<file path="config.mk">
export PLATFORM = sky130hd
export DESIGN_NAME = flash_download_sequencer_top_flat
export DESIGN_NICKNAME = d
export VERILOG_FILES = /design/src/sv/fds_pkg.sv /design/src/sv/fds_req_if.sv /design/src/sv/fds_rsp_if.sv /design/src/sv/fds_apb_regs.sv /design/src/sv/fds_core.sv /design/src/sv/flash_download_sequencer_top.sv /design/src/flat_wrapper.sv
export VERILOG_INCLUDE_DIRS = /design/src /design/src/sv
export SDC_FILE = /design/constraint.sdc
export NUM_CORES = 1
export LEC_CHECK = 0
export BUFFER_PORTS_ARGS = -buffer_cell sky130_fd_sc_hd__clkbuf_2
export CORE_UTILIZATION = 57
export CTS_CLUSTER_DIAMETER = 80
export DETAILED_ROUTE_END_ITERATION = 16
export GPL_ROUTABILITY_DRIVEN = 1
export PLACE_DENSITY = 0.85
export RECOVER_POWER = 50
export SYNTH_ARGS = -nofsm -noshare
export SYNTH_HDL_FRONTEND = slang
export SYNTH_HIERARCHICAL = 1
export SYNTH_SLANG_ARGS = --single-unit
</file>
<file path="constraint.sdc">
create_clock -name clk_i -period 4.5 [get_ports clk_i]
set_input_delay 0.45 -clock clk_i [delete_from_list [all_inputs] [get_ports clk_i]]
set_output_delay 0.45 -clock clk_i [all_outputs]
set_load 0.02 [all_outputs]
</file>
<file path="src/sv/flash_download_sequencer_top_assert.svh">
// ----------------------------------------------------------------------------
// Flash download sequencer assertion macros
// Concurrent assertion helpers used by the sequencer top level.
// ----------------------------------------------------------------------------
`ifndef FLASH_DOWNLOAD_SEQUENCER_TOP_ASSERT_SVH
`define FLASH_DOWNLOAD_SEQUENCER_TOP_ASSERT_SVH
`ifndef NO_ASSERTIONS
`define FDS_ASSERT(lbl, clk, rst_n, prop, msg) \
  lbl: assert property (@(posedge clk) disable iff (!rst_n) prop) else $error(msg);
`define FDS_ASSERT_NEVER(lbl, clk, rst_n, cond, msg) \
  lbl: assert property (@(posedge clk) disable iff (!rst_n) !(cond)) else $error(msg);
`else
`define FDS_ASSERT(lbl, clk, rst_n, prop, msg)
`define FDS_ASSERT_NEVER(lbl, clk, rst_n, cond, msg)
`endif
`endif

</file>
<file path="src/sv/fds_pkg.sv">
// ----------------------------------------------------------------------------
// Flash download sequencer package
// Field widths, request and status codes, phase encoding and shared types.
// ----------------------------------------------------------------------------
package fds_pkg;

  localparam int KIND_W    = 3;
  localparam int SESS_W    = 8;
  localparam int KEY_W     = 32;
  localparam int SIZE_W    = 32;
  localparam int BLKNUM_W  = 8;
  localparam int BLKLEN_W  = 13;
  localparam int STATUS_W  = 3;
  localparam int PHCODE_W  = 3;
  localparam int APB_DW    = 32;
  localparam int APB_AW    = 3;

  localparam logic [BLKLEN_W-1:0] MAX_BLOCK_BYTES = BLKLEN_W'(4096);
  localparam logic [KEY_W-1:0]    SECURITY_KEY_RST = 32'hDEAD_BEEF;
  localparam logic [SESS_W-1:0]   SESSION_CODE_RST = 8'h02;

  localparam logic REG_SECURITY_KEY  = 1'b0;
  localparam logic REG_SESSION_CODE  = 1'b1;

  typedef enum logic [KIND_W-1:0] {
    KIND_SESSION  = 3'd0,
    KIND_SECURITY = 3'd1,
    KIND_DOWNLOAD = 3'd2,
    KIND_BLOCK    = 3'd3,
    KIND_EXIT     = 3'd4,
    KIND_VERIFY   = 3'd5
  } kind_e;

  typedef enum logic [STATUS_W-1:0] {
    ST_OK           = 3'd0,
    ST_WRONG_STATE  = 3'd1,
    ST_BAD_SESSION  = 3'd2,
    ST_BAD_KEY      = 3'd3,
    ST_SEQ_MISMATCH = 3'd4,
    ST_INCOMPLETE   = 3'd5
  } status_e;

  typedef enum logic [7:0] {
    PH_IDLE     = 8'b0000_0001,
    PH_SESSION  = 8'b0000_0010,
    PH_UNLOCKED = 8'b0000_0100,
    PH_STARTED  = 8'b0000_1000,
    PH_TRANSFER = 8'b0001_0000,
    PH_DONE     = 8'b0010_0000,
    PH_VERIFIED = 8'b0100_0000,
    PH_ERROR    = 8'b1000_0000
  } phase_e;

  localparam logic [PHCODE_W-1:0] PHCODE_IDLE     = 3'd0;
  localparam logic [PHCODE_W-1:0] PHCODE_SESSION  = 3'd1;
  localparam logic [PHCODE_W-1:0] PHCODE_UNLOCKED = 3'd2;
  localparam logic [PHCODE_W-1:0] PHCODE_STARTED  = 3'd3;
  localparam logic [PHCODE_W-1:0] PHCODE_TRANSFER = 3'd4;
  localparam logic [PHCODE_W-1:0] PHCODE_DONE     = 3'd5;
  localparam logic [PHCODE_W-1:0] PHCODE_VERIFIED = 3'd6;
  localparam logic [PHCODE_W-1:0] PHCODE_ERROR    = 3'd7;

  typedef struct packed {
    logic [KIND_W-1:0]   kind;
    logic [SESS_W-1:0]   session_code;
    logic [KEY_W-1:0]    key_value;
    logic [SIZE_W-1:0]   download_size;
    logic [BLKNUM_W-1:0] block_number;
    logic [BLKLEN_W-1:0] block_length;
  } req_t;

  typedef struct packed {
    logic                accepted;
    logic [STATUS_W-1:0] status;
    logic [PHCODE_W-1:0] new_state;
  } rsp_t;

  typedef struct packed {
    logic [KEY_W-1:0]  security_key;
    logic [SESS_W-1:0] session_code;
  } cfg_t;

  function automatic logic [PHCODE_W-1:0] phase_code(phase_e ph);
    logic [PHCODE_W-1:0] code;
    unique case (ph)
      PH_IDLE:     code = PHCODE_IDLE;
      PH_SESSION:  code = PHCODE_SESSION;
      PH_UNLOCKED: code = PHCODE_UNLOCKED;
      PH_STARTED:  code = PHCODE_STARTED;
      PH_TRANSFER: code = PHCODE_TRANSFER;
      PH_DONE:     code = PHCODE_DONE;
      PH_VERIFIED: code = PHCODE_VERIFIED;
      PH_ERROR:    code = PHCODE_ERROR;
      default:     code = PHCODE_IDLE;
    endcase
    return code;
  endfunction

endpackage

</file>
<file path="src/sv/fds_req_if.sv">
// ----------------------------------------------------------------------------
// Flash download sequencer request channel
// Valid/ready channel carrying one diagnostic programming request.
// ----------------------------------------------------------------------------
interface fds_req_if;
  logic                          valid;
  logic                          ready;
  logic [fds_pkg::KIND_W-1:0]    kind;
  logic [fds_pkg::SESS_W-1:0]    session_code;
  logic [fds_pkg::KEY_W-1:0]     key_value;
  logic [fds_pkg::SIZE_W-1:0]    download_size;
  logic [fds_pkg::BLKNUM_W-1:0]  block_number;
  logic [fds_pkg::BLKLEN_W-1:0]  block_length;

  modport source (
    output valid, kind, session_code, key_value, download_size, block_number,
           block_length,
    input  ready
  );

  modport sink (
    input  valid, kind, session_code, key_value, download_size, block_number,
           block_length,
    output ready
  );
endinterface

</file>
<file path="src/sv/fds_rsp_if.sv">
// ----------------------------------------------------------------------------
// Flash download sequencer result channel
// Valid/ready channel carrying the outcome of one request.
// ----------------------------------------------------------------------------
interface fds_rsp_if;
  logic                          valid;
  logic                          ready;
  logic                          accepted;
  logic [fds_pkg::STATUS_W-1:0]  status;
  logic [fds_pkg::PHCODE_W-1:0]  new_state;

  modport source (
    output valid, accepted, status, new_state,
    input  ready
  );

  modport sink (
    input  valid, accepted, status, new_state,
    output ready
  );
endinterface

</file>
<file path="src/sv/fds_apb_regs.sv">
// ----------------------------------------------------------------------------
// Flash download sequencer configuration registers
// APB-style register file holding the security key and the session code.
// ----------------------------------------------------------------------------
module fds_apb_regs (
  input  logic                          clk_i,
  input  logic                          rst_ni,
  input  logic                          psel,
  input  logic                          penable,
  input  logic                          pwrite,
  input  logic [fds_pkg::APB_AW-1:0]    paddr,
  input  logic [fds_pkg::APB_DW-1:0]    pwdata,
  output logic [fds_pkg::APB_DW-1:0]    prdata,
  output logic                          pready,
  output fds_pkg::cfg_t                 cfg_o
);

  logic                          wr_en;
  logic                          reg_sel;
  logic [fds_pkg::KEY_W-1:0]     key_q, key_d;
  logic [fds_pkg::SESS_W-1:0]    sess_q, sess_d;

  assign pready  = 1'b1;
  assign wr_en   = psel && penable && pwrite;
  assign reg_sel = paddr[fds_pkg::APB_AW-1];

  always_comb begin
    key_d  = key_q;
    sess_d = sess_q;
    if (wr_en) begin
      unique case (reg_sel)
        fds_pkg::REG_SECURITY_KEY: key_d  = pwdata[fds_pkg::KEY_W-1:0];
        fds_pkg::REG_SESSION_CODE: sess_d = pwdata[fds_pkg::SESS_W-1:0];
        default: ;
      endcase
    end
  end

  always_comb begin
    unique case (reg_sel)
      fds_pkg::REG_SECURITY_KEY: prdata = fds_pkg::APB_DW'(key_q);
      fds_pkg::REG_SESSION_CODE: prdata = fds_pkg::APB_DW'(sess_q);
      default:                   prdata = '0;
    endcase
  end

  always_ff @(posedge clk_i or negedge rst_ni) begin
    if (!rst_ni) begin
      key_q  <= fds_pkg::SECURITY_KEY_RST;
      sess_q <= fds_pkg::SESSION_CODE_RST;
    end else begin
      key_q  <= key_d;
      sess_q <= sess_d;
    end
  end

  assign cfg_o.security_key = key_q;
  assign cfg_o.session_code = sess_q;

endmodule

</file>
<file path="src/sv/fds_core.sv">
// ----------------------------------------------------------------------------
// Flash download sequencer core
// Sequencer phase, download counters and the per-request decision logic.
// ----------------------------------------------------------------------------
module fds_core (
  input  logic           clk_i,
  input  logic           rst_ni,
  input  logic           step_i,
  input  fds_pkg::req_t  req_i,
  input  fds_pkg::cfg_t  cfg_i,
  output fds_pkg::rsp_t  rsp_o
);

  fds_pkg::phase_e                 phase_q, phase_d;
  logic [fds_pkg::SIZE_W-1:0]      total_q, total_d;
  logic [fds_pkg::SIZE_W-1:0]      rcvd_q, rcvd_d;
  logic [fds_pkg::BLKNUM_W-1:0]    blk_q, blk_d;
  logic [fds_pkg::BLKLEN_W-1:0]    len_sat;
  fds_pkg::status_e                status;

  assign len_sat = (req_i.block_length > fds_pkg::MAX_BLOCK_BYTES) ?
                   fds_pkg::MAX_BLOCK_BYTES : req_i.block_length;

  always_comb begin
    phase_d = phase_q;
    total_d = total_q;
    rcvd_d  = rcvd_q;
    blk_d   = blk_q;
    status  = fds_pkg::ST_WRONG_STATE;
    unique case (req_i.kind)
      fds_pkg::KIND_SESSION: begin
        if (req_i.session_code == cfg_i.session_code) begin
          phase_d = fds_pkg::PH_SESSION;
          status  = fds_pkg::ST_OK;
        end else begin
          status  = fds_pkg::ST_BAD_SESSION;
        end
      end
      fds_pkg::KIND_SECURITY: begin
        if (phase_q == fds_pkg::PH_SESSION) begin
          if (req_i.key_value == cfg_i.security_key) begin
            phase_d = fds_pkg::PH_UNLOCKED;
            status  = fds_pkg::ST_OK;
          end else begin
            status  = fds_pkg::ST_BAD_KEY;
          end
        end
      end
      fds_pkg::KIND_DOWNLOAD: begin
        if (phase_q == fds_pkg::PH_UNLOCKED) begin
          total_d = req_i.download_size;
          rcvd_d  = '0;
          blk_d   = fds_pkg::BLKNUM_W'(1);
          phase_d = fds_pkg::PH_STARTED;
          status  = fds_pkg::ST_OK;
        end
      end
      fds_pkg::KIND_BLOCK: begin
        if (phase_q == fds_pkg::PH_STARTED || phase_q == fds_pkg::PH_TRANSFER) begin
          if (req_i.block_number != blk_q) begin
            phase_d = fds_pkg::PH_ERROR;
            status  = fds_pkg::ST_SEQ_MISMATCH;
          end else begin
            phase_d = fds_pkg::PH_TRANSFER;
            rcvd_d  = rcvd_q +
                      {{(fds_pkg::SIZE_W-fds_pkg::BLKLEN_W){1'b0}}, len_sat};
            blk_d   = blk_q + fds_pkg::BLKNUM_W'(1);
            status  = fds_pkg::ST_OK;
          end
        end
      end
      fds_pkg::KIND_EXIT: begin
        if (phase_q == fds_pkg::PH_TRANSFER) begin
          if (rcvd_q < total_q) begin
            status  = fds_pkg::ST_INCOMPLETE;
          end else begin
            phase_d = fds_pkg::PH_DONE;
            status  = fds_pkg::ST_OK;
          end
        end
      end
      fds_pkg::KIND_VERIFY: begin
        if (phase_q == fds_pkg::PH_DONE) begin
          phase_d = fds_pkg::PH_VERIFIED;
          status  = fds_pkg::ST_OK;
        end
      end
      default: ;
    endcase
  end

  always_ff @(posedge clk_i or negedge rst_ni) begin
    if (!rst_ni) begin
      phase_q <= fds_pkg::PH_IDLE;
      total_q <= '0;
      rcvd_q  <= '0;
      blk_q   <= '0;
    end else if (step_i) begin
      phase_q <= phase_d;
      total_q <= total_d;
      rcvd_q  <= rcvd_d;
      blk_q   <= blk_d;
    end
  end

  assign rsp_o.accepted  = (status == fds_pkg::ST_OK);
  assign rsp_o.status    = status;
  assign rsp_o.new_state = fds_pkg::phase_code(phase_d);

endmodule

</file>
<file path="src/sv/flash_download_sequencer_top.sv">
// ----------------------------------------------------------------------------
// Flash download sequencer top level
// Two-stage request pipeline around the sequencer core and its registers.
// ----------------------------------------------------------------------------
// Requests arrive on the req channel and each one produces exactly one
// result on the rsp channel, in order. A result reports whether the request
// succeeded, a status code and the sequencer phase after the request.
// An accepted request is held in an input register. The core decides it
// from there, and the phase, the counters and the result register load
// together once the result register is empty or being taken, so a result
// is registered behind the input register. One request per cycle is
// sustained while the receiver takes results.
// When the receiver stalls, the result register holds its item and the
// input register absorbs one more request before req.ready drops.
// Reset clears the valid flags of both pipeline stages, returns the phase
// to idle, zeroes the counters and loads the default key and session code.
// The APB port writes and reads the key and session code; pready is
// always high. Write registers only while no request is in flight.
// ----------------------------------------------------------------------------
`include "flash_download_sequencer_top_assert.svh"

module flash_download_sequencer_top (
  input  logic                        clk_i,
  input  logic                        rst_ni,
  fds_req_if.sink                     req,
  fds_rsp_if.source                   rsp,
  input  logic                        psel,
  input  logic                        penable,
  input  logic                        pwrite,
  input  logic [fds_pkg::APB_AW-1:0]  paddr,
  input  logic [fds_pkg::APB_DW-1:0]  pwdata,
  output logic [fds_pkg::APB_DW-1:0]  prdata,
  output logic                        pready
);

  fds_pkg::cfg_t  cfg;
  fds_pkg::req_t  s1_q, s1_d;
  fds_pkg::rsp_t  res_q, res_d;
  fds_pkg::rsp_t  core_rsp;
  logic           s1_v_q, s1_v_d;
  logic           res_v_q, res_v_d;
  logic           s1_load;
  logic           res_load;

  fds_apb_regs u_regs (
    .clk_i   (clk_i),
    .rst_ni  (rst_ni),
    .psel    (psel),
    .penable (penable),
    .pwrite  (pwrite),
    .paddr   (paddr),
    .pwdata  (pwdata),
    .prdata  (prdata),
    .pready  (pready),
    .cfg_o   (cfg)
  );

  fds_core u_core (
    .clk_i  (clk_i),
    .rst_ni (rst_ni),
    .step_i (res_load),
    .req_i  (s1_q),
    .cfg_i  (cfg),
    .rsp_o  (core_rsp)
  );

  assign res_load  = s1_v_q && (!res_v_q || rsp.ready);
  assign req.ready = !s1_v_q || res_load;
  assign s1_load   = req.valid && req.ready;

  always_comb begin
    s1_d    = s1_q;
    res_d   = res_q;
    s1_v_d  = s1_v_q;
    res_v_d = res_v_q;
    if (res_load) begin
      res_d   = core_rsp;
      res_v_d = 1'b1;
      s1_v_d  = 1'b0;
    end else if (rsp.ready) begin
      res_v_d = 1'b0;
    end
    if (s1_load) begin
      s1_d.kind          = req.kind;
      s1_d.session_code  = req.session_code;
      s1_d.key_value     = req.key_value;
      s1_d.download_size = req.download_size;
      s1_d.block_number  = req.block_number;
      s1_d.block_length  = req.block_length;
      s1_v_d             = 1'b1;
    end
  end

  always_ff @(posedge clk_i or negedge rst_ni) begin
    if (!rst_ni) begin
      s1_v_q  <= 1'b0;
      res_v_q <= 1'b0;
    end else begin
      s1_v_q  <= s1_v_d;
      res_v_q <= res_v_d;
    end
  end

  always_ff @(posedge clk_i) begin
    s1_q  <= s1_d;
    res_q <= res_d;
  end

  assign rsp.valid     = res_v_q;
  assign rsp.accepted  = res_q.accepted;
  assign rsp.status    = res_q.status;
  assign rsp.new_state = res_q.new_state;

  `FDS_ASSERT(a_accepted_matches_status, clk_i, rst_ni,
    rsp.valid |-> (rsp.accepted == (rsp.status == fds_pkg::ST_OK)),
    "accepted flag disagrees with status")
  `FDS_ASSERT(a_mismatch_goes_error, clk_i, rst_ni,
    rsp.valid && rsp.status == fds_pkg::ST_SEQ_MISMATCH |-> rsp.new_state == fds_pkg::PHCODE_ERROR,
    "sequence mismatch did not enter the error phase")
  `FDS_ASSERT(a_request_not_dropped, clk_i, rst_ni,
    s1_v_q && !res_load |=> s1_v_q,
    "pending request lost from input stage")
  `FDS_ASSERT_NEVER(a_no_overwrite, clk_i, rst_ni,
    res_v_q && !rsp.ready && res_load,
    "result register overwritten while stalled")

endmodule
</file>
<file path="src/flat_wrapper.sv">
// flat-port wrapper written by rule: the top's interface ports become plain ports
module flash_download_sequencer_top_flat 
  (clk_i, rst_ni, psel, penable, pwrite, paddr, pwdata, prdata, pready, req_valid, req_kind, req_session_code, req_key_value, req_download_size, req_block_number, req_block_length, req_ready, rsp_valid, rsp_accepted, rsp_status, rsp_new_state, rsp_ready);
  fds_req_if req_i ();
  fds_rsp_if rsp_i ();
  input  logic clk_i;
  input  logic rst_ni;
  input  logic psel;
  input  logic penable;
  input  logic pwrite;
  input  logic [fds_pkg::APB_AW-1:0] paddr;
  input  logic [fds_pkg::APB_DW-1:0] pwdata;
  output logic [fds_pkg::APB_DW-1:0] prdata;
  output logic pready;
  input wire logic [$bits(req_i.valid)-1:0] req_valid;
  input wire logic [$bits(req_i.kind)-1:0] req_kind;
  input wire logic [$bits(req_i.session_code)-1:0] req_session_code;
  input wire logic [$bits(req_i.key_value)-1:0] req_key_value;
  input wire logic [$bits(req_i.download_size)-1:0] req_download_size;
  input wire logic [$bits(req_i.block_number)-1:0] req_block_number;
  input wire logic [$bits(req_i.block_length)-1:0] req_block_length;
  output wire logic [$bits(req_i.ready)-1:0] req_ready;
  output wire logic [$bits(rsp_i.valid)-1:0] rsp_valid;
  output wire logic [$bits(rsp_i.accepted)-1:0] rsp_accepted;
  output wire logic [$bits(rsp_i.status)-1:0] rsp_status;
  output wire logic [$bits(rsp_i.new_state)-1:0] rsp_new_state;
  input wire logic [$bits(rsp_i.ready)-1:0] rsp_ready;
  assign req_i.valid = req_valid;
  assign req_i.kind = req_kind;
  assign req_i.session_code = req_session_code;
  assign req_i.key_value = req_key_value;
  assign req_i.download_size = req_download_size;
  assign req_i.block_number = req_block_number;
  assign req_i.block_length = req_block_length;
  assign req_ready = req_i.ready;
  assign rsp_valid = rsp_i.valid;
  assign rsp_accepted = rsp_i.accepted;
  assign rsp_status = rsp_i.status;
  assign rsp_new_state = rsp_i.new_state;
  assign rsp_i.ready = rsp_ready;
  flash_download_sequencer_top u_core (.clk_i(clk_i), .rst_ni(rst_ni), .req(req_i), .rsp(rsp_i), .psel(psel), .penable(penable), .pwrite(pwrite), .paddr(paddr), .pwdata(pwdata), .prdata(prdata), .pready(pready));
endmodule
</file>
After elaboration in Yosys (flattened, before gate mapping)
Index checks and enable logic that the tools add are counted.
{"block": "totals", "in_bits": 138, "out_inout_bits": 42, "register_bits": 225, "elab_cells": 98}
{"block": "op_classes", "bitwise": 1, "add_sub_neg": 2, "magnitude_cmp": 2, "eq_ne": 23, "n_mux": 35, "reduce_logical": 18}
{"cell": "case mux 32 bit (2 select lines)", "count": 2}
{"cell": "two-way mux 32 bit", "count": 3}
{"cell": "two-way mux 8 bit", "count": 12}
{"cell": "case mux 8 bit (6 select lines)", "count": 1}
{"cell": "adder 32 x 13 -> 32 bit", "count": 1}
{"cell": "equality test 32 bit", "count": 1}
{"cell": "< comparator 32 bit", "count": 1}
{"cell": "case mux 3 bit (7 select lines)", "count": 1}
{"cell": "case mux 3 bit (6 select lines)", "count": 1}
{"cell": "equality test 8 x 2 -> 1 bit, second input constant", "count": 2}
{"cell": "equality test 8 x 3 -> 1 bit, second input constant", "count": 2}
{"cell": "equality test 8 x 4 -> 1 bit, second input constant", "count": 2}
{"cell": "equality test 8 x 5 -> 1 bit, second input constant", "count": 2}
{"cell": "equality test 8 x 6 -> 1 bit, second input constant", "count": 2}
{"cell": "case mux 8 bit (2 select lines)", "count": 1}
{"cell": "> comparator 13 bit, second input constant", "count": 1}
{"cell": "two-way mux 13 bit", "count": 1}
{"cell": "two-way mux 3 bit", "count": 4}
{"cell": "adder 8 x 1 -> 8 bit, second input constant", "count": 1}
{"cell": "equality test 8 x 7 -> 1 bit, second input constant", "count": 1}
{"cell": "equality test 8 bit", "count": 1}
{"cell": "equality test 8 bit, second input constant", "count": 1}
{"cell": "inequality test 8 bit", "count": 1}
{"cell": "equality test 3 x 2 -> 1 bit, second input constant", "count": 2}
{"cell": "other kinds (14)", "count": 34}

Longest topological paths before layout
{"block": "depth", "depth_word": 6, "ltp_mapped": 13, "depth_no_buf": 13}

Cells and area by module
The synthesis kept the hierarchy.
{"mod": "fds_core", "cells_each": 662, "n_inst": 1, "seq_area_each_um2": 2003.2, "area_each_um2": 5645.4}
{"mod": "flash_download_sequencer_top", "cells_each": 111, "n_inst": 1, "seq_area_each_um2": 3143.0, "area_each_um2": 3196.8}
{"mod": "fds_apb_regs", "cells_each": 123, "n_inst": 1, "seq_area_each_um2": 1032.2, "area_each_um2": 1940.6}

Worst setup path after synthesis
Ideal clock, no wire load.
{"block": "synth_timing", "path_kind": "reg2reg", "start": "register u_core/u_regs/key_q[21] in the netlist's numbering", "end": "register u_core.res_q, in the netlist u_core/rsp.new_state[1] (data pin)", "path_buffers": 0, "stages_incl_launch_ff": 10, "synth_period_minus_slack_ns": 3.110, "setup_time_ns": 0.169, "required_time_ns": 4.331, "arrival_time_ns": 2.941, "setup_slack_ns": 1.390, "path_cell_list": "dfstp_2 -> xor2_1 -> nor4_1 -> nand2_1 -> or4b_4 -> or4_2 -> a21oi_1 -> xor2_1 -> or4_1 -> o31ai_1"}
{"element": "start: declaration", "line_no": "fds_apb_regs.sv:20", "text": "logic [fds_pkg::KEY_W-1:0] key_q, key_d;"}
{"element": "start signal: assignment", "line_no": "fds_apb_regs.sv:49", "text": "key_q <= fds_pkg::SECURITY_KEY_RST;"}
{"element": "start signal: assignment", "line_no": "fds_apb_regs.sv:52", "text": "key_q <= key_d;"}
{"element": "end signal: assignment", "line_no": "flash_download_sequencer_top.sv:106", "text": "res_q <= res_d;"}
{"element": "end: declaration", "line_no": "flash_download_sequencer_top.sv:38", "text": "fds_pkg::rsp_t res_q, res_d;"}

==> reports/results.txt <==
For this run, the number of Yosys warnings is 6. In this run, placement finished with an instance count of 1283. The post-synthesis async set-or-reset flop share is 0.5422. The share of the clock period used by the worst path is 0.8078. The cell at the root of the clock tree was sky130_fd_sc_hd__clkbuf_16.

The logs give 0 for the buffers inserted during post-CTS setup optimization and 1265 for the number of nets in the layout. The critical path class is flip-flop to flip-flop. The mapped netlist covers 10780 um^2.

The area growth from synthesis to layout is 17.51%. The dominant register cell in the synthesized netlist was sky130_fd_sc_hd__edfxtp_1. For the finished layout, the period the worst path requires is 3.635 ns. The routed wire length was 22.67 mm; the area of the die was 19470 um^2. The per-cell via count in the routed design was 5.558; the count of flip-flops with a built-in enable after synthesis was 103.

The final setup TNS came out at 0 ns. The flow ran to the end, but the final reports show violations. The worst hold path belongs to the class primary input to flip-flop. At the pin with the least slew margin, the transition time is 2.839 ns.

The number of antenna diodes in the final layout is 0. Pin placement for this block handled 180 I/O pins. Net switching power of the design: 0.001396 W. The startpoint type of the worst setup path is a flip-flop.

In the post-synthesis netlist, the biggest area contributors are sky130_fd_sc_hd__edfxtp_1, sky130_fd_sc_hd__dfrtp_1, sky130_fd_sc_hd__dfstp_2, sky130_fd_sc_hd__ha_1, sky130_fd_sc_hd__xor2_1. The tools report the pin count of the biggest net entering global routing as 46. Summed over all cells, the static leakage comes to 5.750 nW.

The number of cells produced by synthesis was 896. At the worst endpoint, the required time is 4.82 ns. The highest clock rate is 0.2751 GHz, and the number of placement rows is 49. Number of global-route vias before repair: 7608. For the number of antenna violations at the first check in global routing, the log shows 0. For the count of H-tree levels built during CTS, the log shows 1. For this block, the initial DRC count from the detailed router was 431. The logic gate share of total power is 0.155, and the residual overflow from global routing is 0.

The filler cells instantiated in the layout total 1282. In the final routed layout, each cell accounts on average for 17.07 um. The number of max-capacitance violations reported is 3, and the vias after detailed routing is 7381. Cell type with the largest total area after synthesis: sky130_fd_sc_hd__edfxtp_1. The overall die height was 139.5 um; the number of setup violations in the final report was 0. The sequential-to-total area share from yosys stat was 0.5730.

The clock passes through at most 3 buffers. The half-perimeter wire length after placement is 16.18 mm. The checks that failed: capacitance limit, slew limit.

The insertion delay of the later-clocked pin in the worst-skew pair is 0.51 ns, and the worst IR drop on VDD is 0.0004324 V. In this run the tool buffered the top-level ports with 176 buffer cells. The run gives 0.2422 as the overall global routing resource usage.

The clock drives 225 sinks. The tools report the post-CTS resize count as 0. The run gives 0.474 as the share of total power in sequential cells. The number of buffers inserted during clock tree synthesis was 24; the horizontal die dimension was 139.5 um.

Averaged over all synthesized cells, the footprint is 12.03 um^2. The synthesized netlist contains 66 unique library cells. The fraction of layout cells with a size suffix above 1 was 0.2675; the count of final hold-check violations was 0.

The global placer's final weighted congestion was 0.8928; the placeable core area was 18270 um^2. The cell area reported after detailed placement was 11890 um^2; the power per standard cell area was 432.7 nW/um^2. The clock slew at the register clock pins of the worst setup and hold paths was 0.06 ns; the net count after synthesis was 1080.

Once detail routing completed, the nets flagged for antenna violations numbered 0. After synthesis the netlist holds a flip-flop and latch count of 225. The area share of the leading cell type in the synthesized netlist was 0.2868; the final hold slack was 0.1079 ns. In this run the worst path has a maximum fanout of 4. The number of iterations in the first detailed-routing pass is 5, and the fraction of power consumed by the clock network is 0.371.

The arrival time reported for the critical path endpoint is 3.96 ns. Once layout is done, the placed cells without fillers occupy 12670 um^2. TritonCTS built the clock tree.

The relative slew slack was -0.8934. STA classifies the critical path endpoint as a flip-flop. The DRC violation count after routing is 0.

Post-cts hold buffer count: 1. The setup skew after layout was 0.02041 ns; the cell-internal power was 0.004086 W. For the number of max-slew violations in the final report, the log shows 124.

The wire length of the first global-routing pass came out at 37.56 mm. For the effective utilization at floorplan, the log shows 0.5902. Setup repair after global routing left no endpoint under its margin. The switching portion of total power works out to 0.2547. The finished layout holds 1328 standard cells, fillers aside.
## critical path: stages, from the launching register on
cell                      delay (ns)
sky130_fd_sc_hd__dfstp_2        0.56
sky130_fd_sc_hd__xor2_1         0.08
sky130_fd_sc_hd__nor4_1         0.36
sky130_fd_sc_hd__nand4_1        0.22
sky130_fd_sc_hd__or4b_4         0.56
sky130_fd_sc_hd__or4_2          0.55
sky130_fd_sc_hd__a21oi_1        0.39
sky130_fd_sc_hd__xor2_1         0.11
sky130_fd_sc_hd__or4_1          0.53
sky130_fd_sc_hd__o31ai_1        0.09
## cell type report
cell class | instances | area [um^2] | area share
flip-flops and latches | 225 | 6178 | 0.4876
well taps | 229 | 286.5 | 0.02261
clock buffers | 29 | 650.6 | 0.05135
clock inverters | 15 | 168.9 | 0.01333
repair buffers | 186 | 929.6 | 0.07337
inverters | 42 | 157.7 | 0.01244
multi-input cells | 602 | 4299 | 0.3393
## Yosys cell counts (9+ instances only)
master                     count
sky130_fd_sc_hd__dfstp_2      26
sky130_fd_sc_hd__edfxtp_1    103
sky130_fd_sc_hd__clkbuf_1     20
sky130_fd_sc_hd__mux2_4       30
sky130_fd_sc_hd__a21oi_1      33
sky130_fd_sc_hd__nand3_1      15
sky130_fd_sc_hd__mux2_2       20
sky130_fd_sc_hd__nor2_1       53
sky130_fd_sc_hd__ha_1         45
sky130_fd_sc_hd__inv_1        42
sky130_fd_sc_hd__nand2_1      83
sky130_fd_sc_hd__xor2_1       58
sky130_fd_sc_hd__nor2b_1      38
sky130_fd_sc_hd__xnor2_1      22
sky130_fd_sc_hd__nor3_1       12
sky130_fd_sc_hd__nor4_1       13
sky130_fd_sc_hd__nand4_1      16
sky130_fd_sc_hd__dfrtp_1      96
sky130_fd_sc_hd__o31ai_1       9
sky130_fd_sc_hd__o21ai_0      64
## flip-flops by register name, indices dropped and copies added (netlist names), 8 cells and up
name / count
u_core/u_core/total_q: 32
u_core/u_regs/sess_q: 8
u_core/u_regs/key_q: 32
u_core/u_core/blk_q: 8
u_core/s1_q: 96
u_core/u_core/rcvd_q: 32
u_core/u_core/phase_q: 8
## power groups by stage
stage               clock (W)  sequential [W]  combinational [W]
floorplan                   0         0.00258           0.000604
global placement            0         0.00262           0.000828
detailed placement          0         0.00263           0.000857
CTS                   0.00207         0.00260           0.000863
global route          0.00214         0.00263           0.000941
finish                0.00203         0.00260           0.000852
## logic make-up after synthesis
family,count (synthesis),synth area share
buffers and inverters,69,0.02762
adders and majority gates,46,0.05407
AOI/OAI and AO/OA,155,0.08865
and+or+nand+nor,270,0.1287
muxes,50,0.06266
DFF,225,0.5730
other,1,0.0003478
xor gates and xnor gates,80,0.06498
## routing by layer
metal	track usage	wire [um]
met2	0.4158	10920
met5	0	0
met1	0.3056	9541
met3	0.05299	1537
met4	0.07924	661
## path summary, 6_finish.rpt
check / cells after the start / start / slack [ns] / endpoint
setup / recovery: 9 / u_core/u_regs/key_q[5] / 0.86 / u_core/rsp.new_state[1]
hold / removal: 1 / req_key_value[19] / 0.11 / u_core/s1_q[72]
setup reg to reg: 9 / u_core/u_regs/key_q[5] / 0.86 / u_core/rsp.new_state[1]
hold reg to reg: 2 / u_core/s1_q[28] / 0.46 / u_core/u_core/total_q[7]
max in group asynchronous: 3 / rst_ni / 1.19 / u_core/u_regs/sess_q[3]
min in group asynchronous: 2 / rst_ni / 1.22 / u_core/u_core/total_q[9]
## stage by stage
step,worst slack (ns),power (W),util
2_1_floorplan,1.390,0.003189,-
3_3_place_gp,0.9191,0.003450,0.6510
3_5_place_dp,0.9068,0.003488,0.6510
4_1_cts,0.8707,0.005532,0.6964
5_1_grt,0.5980,0.005707,0.6935
6_report,0.8649,0.005482,0.6935
## cells in the final DEF, fill, tap and decap left out, drive strengths merged, types with 3 or more instances in the layout
cell / netlist / layout
bufinv: 0 / 4
a21o: 8 / 8
nand2b: 5 / 5
a21oi: 34 / 34
or4: 3 / 3
edfxtp: 103 / 103
nor4: 13 / 13
dfstp: 26 / 26
buf: 7 / 6
a211oi: 3 / 3
a22o: 4 / 4
nor3: 13 / 13
o21a: 3 / 3
nand3: 15 / 15
dfrtp: 96 / 96
and3: 7 / 7
mux2: 50 / 50
a31oi: 9 / 9
o21ai: 65 / 65
xnor2: 22 / 22
nand4: 17 / 17
nor2b: 38 / 38
clkbuf: 20 / 208
ha: 45 / 45
o21bai: 4 / 4
nor2: 53 / 53
o31ai: 9 / 9
xor2: 58 / 58
inv: 42 / 42
or3: 5 / 5
nand2: 83 / 83
and2: 9 / 9
clkinv: 0 / 11
(Power assumes the default switching activity.)
